--- src/sv/plug_gated_packet_fifo_unit_assert.svh ---
// assertion macros for the plug gated packet fifo
// no dependencies; expects clk and rst_n in the including module
`ifndef PLUG_GATED_PACKET_FIFO_UNIT_ASSERT_SVH
`define PLUG_GATED_PACKET_FIFO_UNIT_ASSERT_SVH
`ifndef SYNTH
// same-cycle implication
`define PGPF_ASSERT_NOW(lbl, ante, cons) \
    lbl: assert property (@(posedge clk) disable iff (!rst_n) (ante) |-> (cons)) \
        else $error("pgpf assertion failed");
// next-cycle implication
`define PGPF_ASSERT_NEXT(lbl, ante, cons) \
    lbl: assert property (@(posedge clk) disable iff (!rst_n) (ante) |=> (cons)) \
        else $error("pgpf assertion failed");
`else
`define PGPF_ASSERT_NOW(lbl, ante, cons)
`define PGPF_ASSERT_NEXT(lbl, ante, cons)
`endif
`endif

--- src/sv/pgpf_pkg.sv ---
// shared types and constants for the plug gated packet fifo
// no dependencies
package pgpf_pkg;

    localparam int QUEUE_DEPTH_DEF = 64;
    localparam int LIMIT_W         = 24;
    localparam int LEN_W           = 16;
    localparam int TAG_W           = 32;
    localparam int QCNT_W          = 7;
    localparam int DATA_W          = TAG_W + LEN_W;

    localparam logic [LIMIT_W-1:0] BYTE_LIMIT_RESET = LIMIT_W'(10 * 1024 * 1024);

    typedef enum logic [1:0] {
        CMD_ENQ    = 2'd0,
        CMD_DEQ    = 2'd1,
        CMD_PLUG   = 2'd2,
        CMD_UNPLUG = 2'd3
    } cmd_code_t;

    typedef enum logic [2:0] {
        STS_DONE       = 3'd0,
        STS_OVER_LIMIT = 3'd1,
        STS_NO_SLOT    = 3'd2,
        STS_BLOCKED    = 3'd3,
        STS_EMPTY      = 3'd4
    } status_t;

    typedef enum logic {
        ST_IDLE,
        ST_EXEC
    } ctrl_state_t;

    typedef struct packed {
        cmd_code_t          cmd;
        logic [LEN_W-1:0]   pkt_len;
        logic [TAG_W-1:0]   pkt_tag;
    } req_t;

    typedef struct packed {
        status_t            status;
        logic               out_valid;
        logic [LEN_W-1:0]   out_len;
        logic [TAG_W-1:0]   out_tag;
        logic [LIMIT_W-1:0] backlog_now;
        logic [QCNT_W-1:0]  queued_now;
    } rsp_t;

endpackage

--- src/sv/pgpf_ram.sv ---
// generic single-port-write, single-port-read ram with registered read
// no dependencies
module pgpf_ram #(
    parameter int WIDTH = 8,
    parameter int DEPTH = 64
) (
    input  logic                     clk,
    input  logic                     we,
    input  logic [$clog2(DEPTH)-1:0] waddr,
    input  logic [WIDTH-1:0]         wdata,
    input  logic [$clog2(DEPTH)-1:0] raddr,
    output logic [WIDTH-1:0]         rdata
);

    logic [WIDTH-1:0] mem [DEPTH];
    logic [WIDTH-1:0] rdata_reg;

    always_ff @(posedge clk)
    begin
        if (we)
        begin
            mem[waddr] <= wdata;
        end
        rdata_reg <= mem[raddr];
    end

    assign rdata = rdata_reg;

endmodule

--- src/sv/plug_gated_packet_fifo_unit.sv ---
// plug gated packet descriptor fifo, top level
// depends on pgpf_pkg, pgpf_ram and plug_gated_packet_fifo_unit_assert.svh
//
//  channel   signals                       direction  handshake
//  command   start, busy, req              in         taken when start & !busy
//  result    done, rsp                     out        one-cycle strobe on done
//  config    cfg_valid, cfg_ready, cfg_data in        written when valid & ready
//
// a command passes through ST_EXEC: the accept edge launches the read of the head slot
// in the descriptor ram, the next edge commits the update and registers the word.
// done is high for the cycle after that, when busy is already low again, so no new
// command is taken before the previous one commits. the receiver cannot stall.
// reset leaves the queue empty, throttled, unmarked, with the byte limit at 10 MiB.
module plug_gated_packet_fifo_unit
    import pgpf_pkg::*;
#(
    parameter int QUEUE_DEPTH = QUEUE_DEPTH_DEF
) (
    input  logic               clk,
    input  logic               rst_n,
    input  logic               start,
    output logic               busy,
    input  req_t               req,
    output logic               done,
    output rsp_t               rsp,
    input  logic               cfg_valid,
    output logic               cfg_ready,
    input  logic [LIMIT_W-1:0] cfg_data
);

    `include "plug_gated_packet_fifo_unit_assert.svh"

    localparam int SLOT_W = $clog2(QUEUE_DEPTH);
    localparam int CNT_W  = $clog2(QUEUE_DEPTH + 1);
    localparam logic [SLOT_W-1:0] LAST_SLOT = SLOT_W'(QUEUE_DEPTH - 1);
    localparam logic [CNT_W-1:0]  FULL_CNT  = CNT_W'(QUEUE_DEPTH);

    ctrl_state_t        state_reg, state_next;
    req_t               cmd_reg;
    logic [SLOT_W-1:0]  head_reg, head_next;
    logic [SLOT_W-1:0]  tail_reg, tail_next;
    logic [CNT_W-1:0]   count_reg, count_next;
    logic [LIMIT_W-1:0] backlog_reg, backlog_next;
    logic [SLOT_W-1:0]  stop_slot_reg, stop_slot_next;
    logic               stop_valid_reg, stop_valid_next;
    logic               throttled_reg, throttled_next;
    logic [LIMIT_W-1:0] limit_reg;
    rsp_t               rsp_reg, rsp_next;
    logic               done_reg, done_next;

    logic               ram_we;
    logic [DATA_W-1:0]  ram_rdata;
    logic [LEN_W-1:0]   head_len;
    logic [TAG_W-1:0]   head_tag;
    logic [LIMIT_W:0]   enq_sum;

    pgpf_ram #(
        .WIDTH (DATA_W),
        .DEPTH (QUEUE_DEPTH)
    ) u_desc_ram (
        .clk   (clk),
        .we    (ram_we),
        .waddr (tail_reg),
        .wdata ({cmd_reg.pkt_tag, cmd_reg.pkt_len}),
        .raddr (head_reg),
        .rdata (ram_rdata)
    );

    assign head_len = ram_rdata[LEN_W-1:0];
    assign head_tag = ram_rdata[DATA_W-1:LEN_W];
    assign enq_sum  = {1'b0, backlog_reg} + (LIMIT_W+1)'(cmd_reg.pkt_len);

    assign busy      = (state_reg == ST_EXEC);
    assign cfg_ready = (state_reg == ST_IDLE);
    assign done      = done_reg;
    assign rsp       = rsp_reg;

    always_ff @(posedge clk or negedge rst_n)
    begin
        if (!rst_n)
        begin
            state_reg      <= ST_IDLE;
            head_reg       <= '0;
            tail_reg       <= '0;
            count_reg      <= '0;
            backlog_reg    <= '0;
            stop_slot_reg  <= '0;
            stop_valid_reg <= 1'b0;
            throttled_reg  <= 1'b1;
            limit_reg      <= BYTE_LIMIT_RESET;
            done_reg       <= 1'b0;
        end
        else
        begin
            state_reg      <= state_next;
            head_reg       <= head_next;
            tail_reg       <= tail_next;
            count_reg      <= count_next;
            backlog_reg    <= backlog_next;
            stop_slot_reg  <= stop_slot_next;
            stop_valid_reg <= stop_valid_next;
            throttled_reg  <= throttled_next;
            done_reg       <= done_next;
            if (cfg_valid && cfg_ready)
            begin
                limit_reg <= cfg_data;
            end
        end
    end

    always_ff @(posedge clk)
    begin
        if (start && !busy)
        begin
            cmd_reg <= req;
        end
        rsp_reg <= rsp_next;
    end

    always_comb
    begin
        state_next      = state_reg;
        head_next       = head_reg;
        tail_next       = tail_reg;
        count_next      = count_reg;
        backlog_next    = backlog_reg;
        stop_slot_next  = stop_slot_reg;
        stop_valid_next = stop_valid_reg;
        throttled_next  = throttled_reg;
        rsp_next        = rsp_reg;
        done_next       = 1'b0;
        ram_we          = 1'b0;

        unique case (state_reg)
            ST_IDLE:
            begin
                if (start)
                begin
                    state_next = ST_EXEC;
                end
            end
            ST_EXEC:
            begin
                state_next         = ST_IDLE;
                done_next          = 1'b1;
                rsp_next.status    = STS_DONE;
                rsp_next.out_valid = 1'b0;
                rsp_next.out_len   = '0;
                rsp_next.out_tag   = '0;

                unique case (cmd_reg.cmd)
                    CMD_ENQ:
                    begin
                        if (enq_sum > {1'b0, limit_reg})
                        begin
                            rsp_next.status = STS_OVER_LIMIT;
                        end
                        else if (count_reg >= FULL_CNT)
                        begin
                            rsp_next.status = STS_NO_SLOT;
                        end
                        else
                        begin
                            // first accepted packet after a plug becomes the mark
                            if (!stop_valid_reg)
                            begin
                                stop_slot_next  = tail_reg;
                                stop_valid_next = 1'b1;
                            end
                            ram_we       = 1'b1;
                            tail_next    = (tail_reg == LAST_SLOT) ? '0 : tail_reg + 1'b1;
                            count_next   = count_reg + 1'b1;
                            backlog_next = enq_sum[LIMIT_W-1:0];
                        end
                    end
                    CMD_DEQ:
                    begin
                        if (throttled_reg)
                        begin
                            rsp_next.status = STS_BLOCKED;
                        end
                        else if (count_reg == '0)
                        begin
                            rsp_next.status = STS_EMPTY;
                        end
                        else if (stop_valid_reg && (head_reg == stop_slot_reg))
                        begin
                            throttled_next  = 1'b1;
                            rsp_next.status = STS_BLOCKED;
                        end
                        else
                        begin
                            rsp_next.out_valid = 1'b1;
                            rsp_next.out_len   = head_len;
                            rsp_next.out_tag   = head_tag;
                            head_next  = (head_reg == LAST_SLOT) ? '0 : head_reg + 1'b1;
                            count_next = count_reg - 1'b1;
                            backlog_next = (backlog_reg >= LIMIT_W'(head_len))
                                         ? backlog_reg - LIMIT_W'(head_len) : '0;
                        end
                    end
                    CMD_PLUG:
                    begin
                        stop_valid_next = 1'b0;
                    end
                    CMD_UNPLUG:
                    begin
                        throttled_next = 1'b0;
                    end
                    default:
                    begin
                        state_next = ST_IDLE;
                    end
                endcase

                rsp_next.backlog_now = backlog_next;
                // the count field is seven bits wide; deeper queues wrap it
                rsp_next.queued_now  = QCNT_W'(count_next);
            end
            default:
            begin
                state_next = ST_IDLE;
            end
        endcase
    end

    `PGPF_ASSERT_NOW(a_count_bound, 1'b1, count_reg <= FULL_CNT)
    `PGPF_ASSERT_NOW(a_empty_no_bytes, count_reg == '0, backlog_reg == '0)
    `PGPF_ASSERT_NEXT(a_exec_gives_done, busy, done && !busy)
    `PGPF_ASSERT_NOW(a_release_is_done, done && rsp.out_valid, rsp.status == STS_DONE)
    `PGPF_ASSERT_NEXT(a_mark_blocks, busy && cmd_reg.cmd == CMD_DEQ && !throttled_reg
        && count_reg != '0 && stop_valid_reg && head_reg == stop_slot_reg,
        throttled_reg && !rsp.out_valid)

endmodule

--- config.mk ---
export PLATFORM = sky130hd
export DESIGN_NAME = plug_gated_packet_fifo_unit
export DESIGN_NICKNAME = d
export VERILOG_FILES = /design/src/sv/pgpf_pkg.sv /design/src/sv/pgpf_ram.sv /design/src/sv/plug_gated_packet_fifo_unit.sv
export VERILOG_INCLUDE_DIRS = /design/src /design/src/sv
export SDC_FILE = /design/constraint.sdc
export NUM_CORES = 2
export LEC_CHECK = 0
export BUFFER_PORTS_ARGS = -buffer_cell sky130_fd_sc_hd__buf_2
export CAP_MARGIN = 20
export CORE_ASPECT_RATIO = 1.4
export CORE_MARGIN = 2
export CORE_UTILIZATION = 45
export CTS_CLUSTER_SIZE = 24
export DETAILED_ROUTE_END_ITERATION = 6
export GPL_TIMING_DRIVEN = 0
export PLACE_DENSITY = 0.57
export SLEW_MARGIN = 25
export SYNTH_ARGS = -nofsm -noshare
export SYNTH_HDL_FRONTEND = slang
export SYNTH_SLANG_ARGS = --single-unit
--- constraint.sdc ---
create_clock -name clk -period 12.1 [get_ports clk]
set_input_delay 0.605 -clock clk [delete_from_list [all_inputs] [get_ports clk]]
set_output_delay 0.605 -clock clk [all_outputs]
set_load 0.03 [all_outputs]
## Yosys cells after proc, flatten, opt, wreduce, memory -nomap -nowiden

Memory sizes are Yosys's and may differ from the RTL's. A register that Yosys moved wholly into a read port is not among the register bits.
Cells that the tools add are included.

| word-level totals | value |
|---|---|
| register bits | 210 |
| RAM bits | 3072 |
| bits of input ports | 78 |
| output and inout port bits | 86 |
| memories kept | 1 |

Memory list:

| memory | depth | width | rd ports | clocked after memory_dff | wr ports | RTL line | RTL |
|---|---|---|---|---|---|---|---|
| u_desc_ram.mem | 64 | 48 | 1 | 1 | 1 | pgpf_ram.sv:15 | `logic [WIDTH-1:0] mem [DEPTH];` |

| cells by class | value |
|---|---|
| add/sub/neg operators | 6 |
| order comparisons | 3 |
| equality and inequality tests | 8 |
| mux-type cells | 38 |
| bitwise gates (word level) | 8 |
| reduce and logical (&&, ||, !) cells | 15 |

Operators with widths:

| operator | number |
|---|---|
| 24-bit 2-to-1 mux | 6 |
| 49-bit 2-to-1 mux | 1 |
| 24-bit one-hot mux with 2 select lines | 1 |
| 7-bit 2-to-1 mux | 5 |
| 24-bit by 16-bit adder with 25-bit output | 1 |
| 25-bit by 24-bit greater-than comparator with 1-bit output | 1 |
| 24-bit by 16-bit greater-or-equal comparator with 1-bit output | 1 |
| 24-bit by 16-bit subtractor with 24-bit output | 1 |
| 7-bit one-hot mux with 2 select lines | 1 |
| 1-bit 2-to-1 mux | 13 |
| 6-bit by 1-bit adder with 6-bit output, second input constant | 2 |
| 6-bit == test, second input constant | 2 |
| 6-bit 2-to-1 mux | 2 |
| 5-bit AND reduction | 2 |
| 1-bit inverter | 8 |
| 4-bit AND reduction | 2 |
| 7-bit by 1-bit adder with 7-bit output, second input constant | 1 |
| 7-bit greater-or-equal comparator, second input constant | 1 |
| 7-bit zero test | 1 |
| 7-bit by 1-bit subtractor with 7-bit output, second input constant | 1 |
| 6-bit == test | 1 |
| 2-bit 2-to-1 mux | 3 |
| 3-bit 2-to-1 mux | 2 |
| 1-bit one-hot mux with 2 select lines | 3 |
| other kinds (11) | 16 |

## Logic depth before layout (Yosys ltp)

| logic depth | value |
|---|---|
| depth in word-level cells | 7 |
| mapped depth | 22 |

## Cells and area by module

A second synthesis with hierarchy kept.

| unflattened totals | value |
|---|---|
| cells, all modules | 6071 |
| area total of the unflattened synthesis | 128756.0 µm² |

Modules (own cells, without submodules):

| module | instances | cells each | area each (µm²) | sequential area each (µm²) |
|---|---|---|---|---|
| pgpf_ram | 1 | 4970 | 117117.3 | 93209.4 |
| plug_gated_packet_fifo_unit | 1 | 1101 | 11638.7 | 5924.4 |

## Worst setup path after synthesis

Ideal clock, no wire load.

| timing | value |
|---|---|
| path type | register to register |
| start | register cmd_reg[32] (netlist name) |
| end | memory u_desc_ram.mem[44][0] (netlist name) (enable) |
| setup time | 513 ps |
| arrival | 8651 ps |
| data required time | 11587 ps |
| slack | 2936 ps |
| stages on the path, launching flop included | 21 |
| cell sequence | edfxtp_1 -> ha_1 -> inv_1 -> fa_1 -> nor2b_1 -> o31a_1 -> a311oi_2 -> o31ai_2 -> and3_1 -> xor2_1 -> ha_1 -> a21o_1 -> a21oi_1 -> o221ai_1 -> or4b_4 -> a221oi_4 -> and2_1 -> buf_2 -> buf_4 -> nand3_1 -> nor3_1 |

| on the way | value |
|---|---|
| longest elaborated chain between the ends | 7 |

Ends and longest elaborated chain:

| element | RTL line | RTL |
|---|---|---|
| start: declaration | plug_gated_packet_fifo_unit.sv:39 | `req_t cmd_reg;` |
| start signal: assignment | plug_gated_packet_fifo_unit.sv:115 | `cmd_reg <= req;` |
| 24-bit by 16-bit adder with 25-bit output | plug_gated_packet_fifo_unit.sv:71 | `assign enq_sum = {1'b0, backlog_reg} + (LIMIT_W+1)'(cmd_reg.pkt_len);` |
| 25-bit by 24-bit greater-than comparator with 1-bit output | plug_gated_packet_fifo_unit.sv:154 | `if (enq_sum > {1'b0, limit_reg})` |
| 1-bit 2-to-1 mux | plug_gated_packet_fifo_unit.sv:154 |  |
| 1-bit 2-to-1 mux | plug_gated_packet_fifo_unit.sv:151 | `unique case (cmd_reg.cmd)` |
| 1-bit 2-to-1 mux | plug_gated_packet_fifo_unit.sv:134 | `unique case (state_reg)` |
| 1-bit 2-to-1 mux | pgpf_ram.sv:20 | `if (we)` |
| 1-bit 2-to-1 mux (not written as such) | pgpf_ram.sv:22 | `mem[waddr] <= wdata;` |
| end: declaration | pgpf_ram.sv:15 |  |

No other way between the ends.

## Worst setup path in the final report

| timing | value |
|---|---|
| start | register cmd_reg[45] (netlist name) |
| end | memory u_desc_ram.mem[52][39] (netlist name) (enable) |

The elaborated chain is that of the path after synthesis.

==> impl_metrics.toml <==
[outcome]
status = "finished with violations"
violations = "DRC"

[yosys]
ys_ff_latch = 3330
netlist.area_leader.share_pct = 75.0
ys_seq_area_share_pct = 77.2
synthTopCellsByCount = "edfxtp_1, mux4_2, clkbuf_1"
synth-main-ff-cell = "edfxtp_1"
synth_top_cell_by_area = "edfxtp_1"
yosysMostFrequentCell = "edfxtp_1"
syn_area_mm2 = 0.128
synth_nets = 5629
synth_cell_types = 80
yosys_warnings = 0
avgSynthCellArea_um2 = 23.4
synth_edf_count = 3205
async_flop_share_pct = 2.31
syn_inst = 5489
netlist_top_cells_area = "edfxtp_1, mux4_2, dfrtp_1, dfxtp_1, ha_1"

[grt]
antenna_found_initial = 13
grt_pass1_vias = 66097
gr-usage-all-layers_pct = 26.2
grt_max_degree = 52
grt_pass1_wl_um = 526000
grt_overflow = 0

[drt]
drtAntennaViolNets = 0
vias = 63927
drt_first_pass_iters = 7
drc = 5
avgViaCountPerCell = 6.12
drt_iter0_drc = 7444
wl_um = 382000
post_drt_wl_per_cell_um = 36.6

[setup_path]
cpLargestDelayFamily = "simple AND/OR/NAND/NOR gates"
critPathMaxStageDelay_ns = 0.85
worstSetupStartpointType = "register"
arrival_ns = 8.69
critPathMaxFanout = 21
r2r_cells = 22
criticalPathCategory = "reg -> reg"
crit_required_ns = 12.66
end_kind = "register"
crit_buf_inv = 7
ff2ff_setup_slack_ns = 3.96
slowest_stage = "nor2_4"
cp.depth = 22
cp_cell_sequence = "buf_8, buf_8, buf_16, ha_1, and3_1, nand2_1, nor4_1, o31ai_2, nor3_1, xor2_1, ha_1, nand3_1, o221ai_1, or4b_4, a221oi_4, and2_1, buf_2, buf_4, nand3_1, nor2_4, buf_16, buf_12"

[clock_network]
clk_latency_ns = 0.89
clk_pin_slew_worst_paths_ns = 0.07
cts_tree = "done"
cts_root_buffer = "clkbuf_16"
clkSinkCount = 3330
htree_levels = 5
cts_buffer_depth = 4
cts_made_buffers = 324
post_cts_buffers = 0

[floorplanning]
core-area_mm2 = 0.284
die-area_mm2 = 0.290
die_w_um = 455
io_pins = 164
die_h_um = 636
fp-row-count = 232
start_util_pct = 45.1

[finish]
multi_input_area_mm2 = 0.0284
seq_area_mm2 = 0.0991
nFillCells = 21334
fin_area_mm2 = 0.154
largest_reg_flops = 3072
finalNetCount = 6571
drive_gt1_share_pct = 33.9
area_delta_synth_final_pct = 19.6

[hold_path]
hold_path_class = "in -> async"

[power_and_ir_drop]
peakVddDrop_uv = 164
p_leak_nw = 49.1
p_per_area_mw_per_mm2 = 212
power_mw = 32.6

[timing]
rsz0062_at_grt = "false"
fin_worst_skew_ns = 0.0403
setup_viol = 0
max_freq_mhz = 123
timing_hold_violations_final = 0
worstMarginPinSlew_ns = 1.18
min_period_ns = 8.14
finalCritPeriodShare_pct = 67.2
drv_slew = 0
slew_headroom_pct = 21.2

[job]
drv_cap = 0

[place]
dp.final_hpwl_um = 271000
place_congestion = 0.870
place_area_mm2 = 0.142
port-buffer-count = 163
==> what timing repair did <==
item | in CTS | in global routing
gates resized for setup | 0 | 0
endpoints found under the setup margin | 0 | 0
endpoints found under the hold margin | 150 | 0
hold buffers | 75 | 0
==> metal layers <==
| layer | track usage [%] | wire, µm |
|---|---|---|
| met4 | 11.3 | 18400 |
| met5 | 0 | 12 |
| met1 | 31.8 | 137000 |
| met2 | 46.8 | 202000 |
| met3 | 3.85 | 24100 |
==> stage by stage <==
step	hold WS (ns)	utilization (%)	worst slack, ns	setup TNS, ns	instances
detailed placement	0.495	50.1	4.00	0	9773
CTS	0.153	54.0	3.96	0	10424
finish	0.198	54.0	3.96	0	10439
global placement	0.494	47.1	-4.75	-4519.42	9396
floorplan	0.309	-	2.94	0	5489
global route	0.170	54.0	3.65	0	10427
==> kinds of logic after synthesis <==
kind of cell | after synthesis | share of synthesized area (%)
adders and majority gates | 62 | 0.616
AOI/OAI and AO/OA | 286 | 1.49
muxes | 1024 | 17.8
buffers and inverters | 354 | 1.05
and+or+nand+nor | 386 | 1.47
DFF | 3330 | 77.2
xor gates and xnor gates | 47 | 0.321
==> cells in the final DEF, fill, tap and decap left out, types with 18 or more instances in the layout <==
cell / count
buf_16: 149
dfrtp_1: 73
mux4_2: 1008
nand4_1: 18
nor2_1: 50
clkbuf_16: 331
nand3_1: 20
bufinv_16: 29
a21o_1: 34
buf_8: 102
nor3_1: 32
nand2_1: 97
dfxtp_1: 48
clkinv_1: 61
ha_1: 60
xnor2_1: 29
buf_4: 20
o21ai_0: 72
inv_1: 68
clkbuf_2: 82
buf_12: 101
dlygate4sd3_1: 75
xor2_1: 18
edfxtp_1: 3205
clkbuf_1: 176
and3_1: 43
nor2_4: 64
clkinv_2: 46
buf_2: 244
a21oi_1: 57
a22o_1: 18
==> area by class of cell <==
cell class | count | area share, %
Inverter | 69 | 0.169
Clock inverter | 164 | 1.06
Multi-Input combinational cell | 1805 | 18.5
Timing Repair Buffer | 616 | 6.15
Clock buffer | 412 | 5.66
Sequential cell | 3330 | 64.6
Buffer | 285 | 0.839
Tap cell | 3744 | 3.05
Antenna cell | 14 | 0.0228
==> final timing paths <==
| check | startpoint | to |
|---|---|---|
| max | cmd_reg[45] | u_desc_ram.mem[52][39] |
| min | rst_n | limit_reg[15] |
| max reg2reg | cmd_reg[45] | u_desc_ram.mem[52][39] |
| min reg2reg | count_reg[0] | count_reg[0] |
| max in group asynchronous | rst_n | limit_reg[23] |
| min in group clk | start | cmd_reg[44] |
==> where the power goes <==
group	switching, mW	internal [mW]
Clock	4.35	5.72
Sequential	0.182	12.9
Combinational	5.34	4.08
No activity file was read; power rests on OpenSTA's default activity.
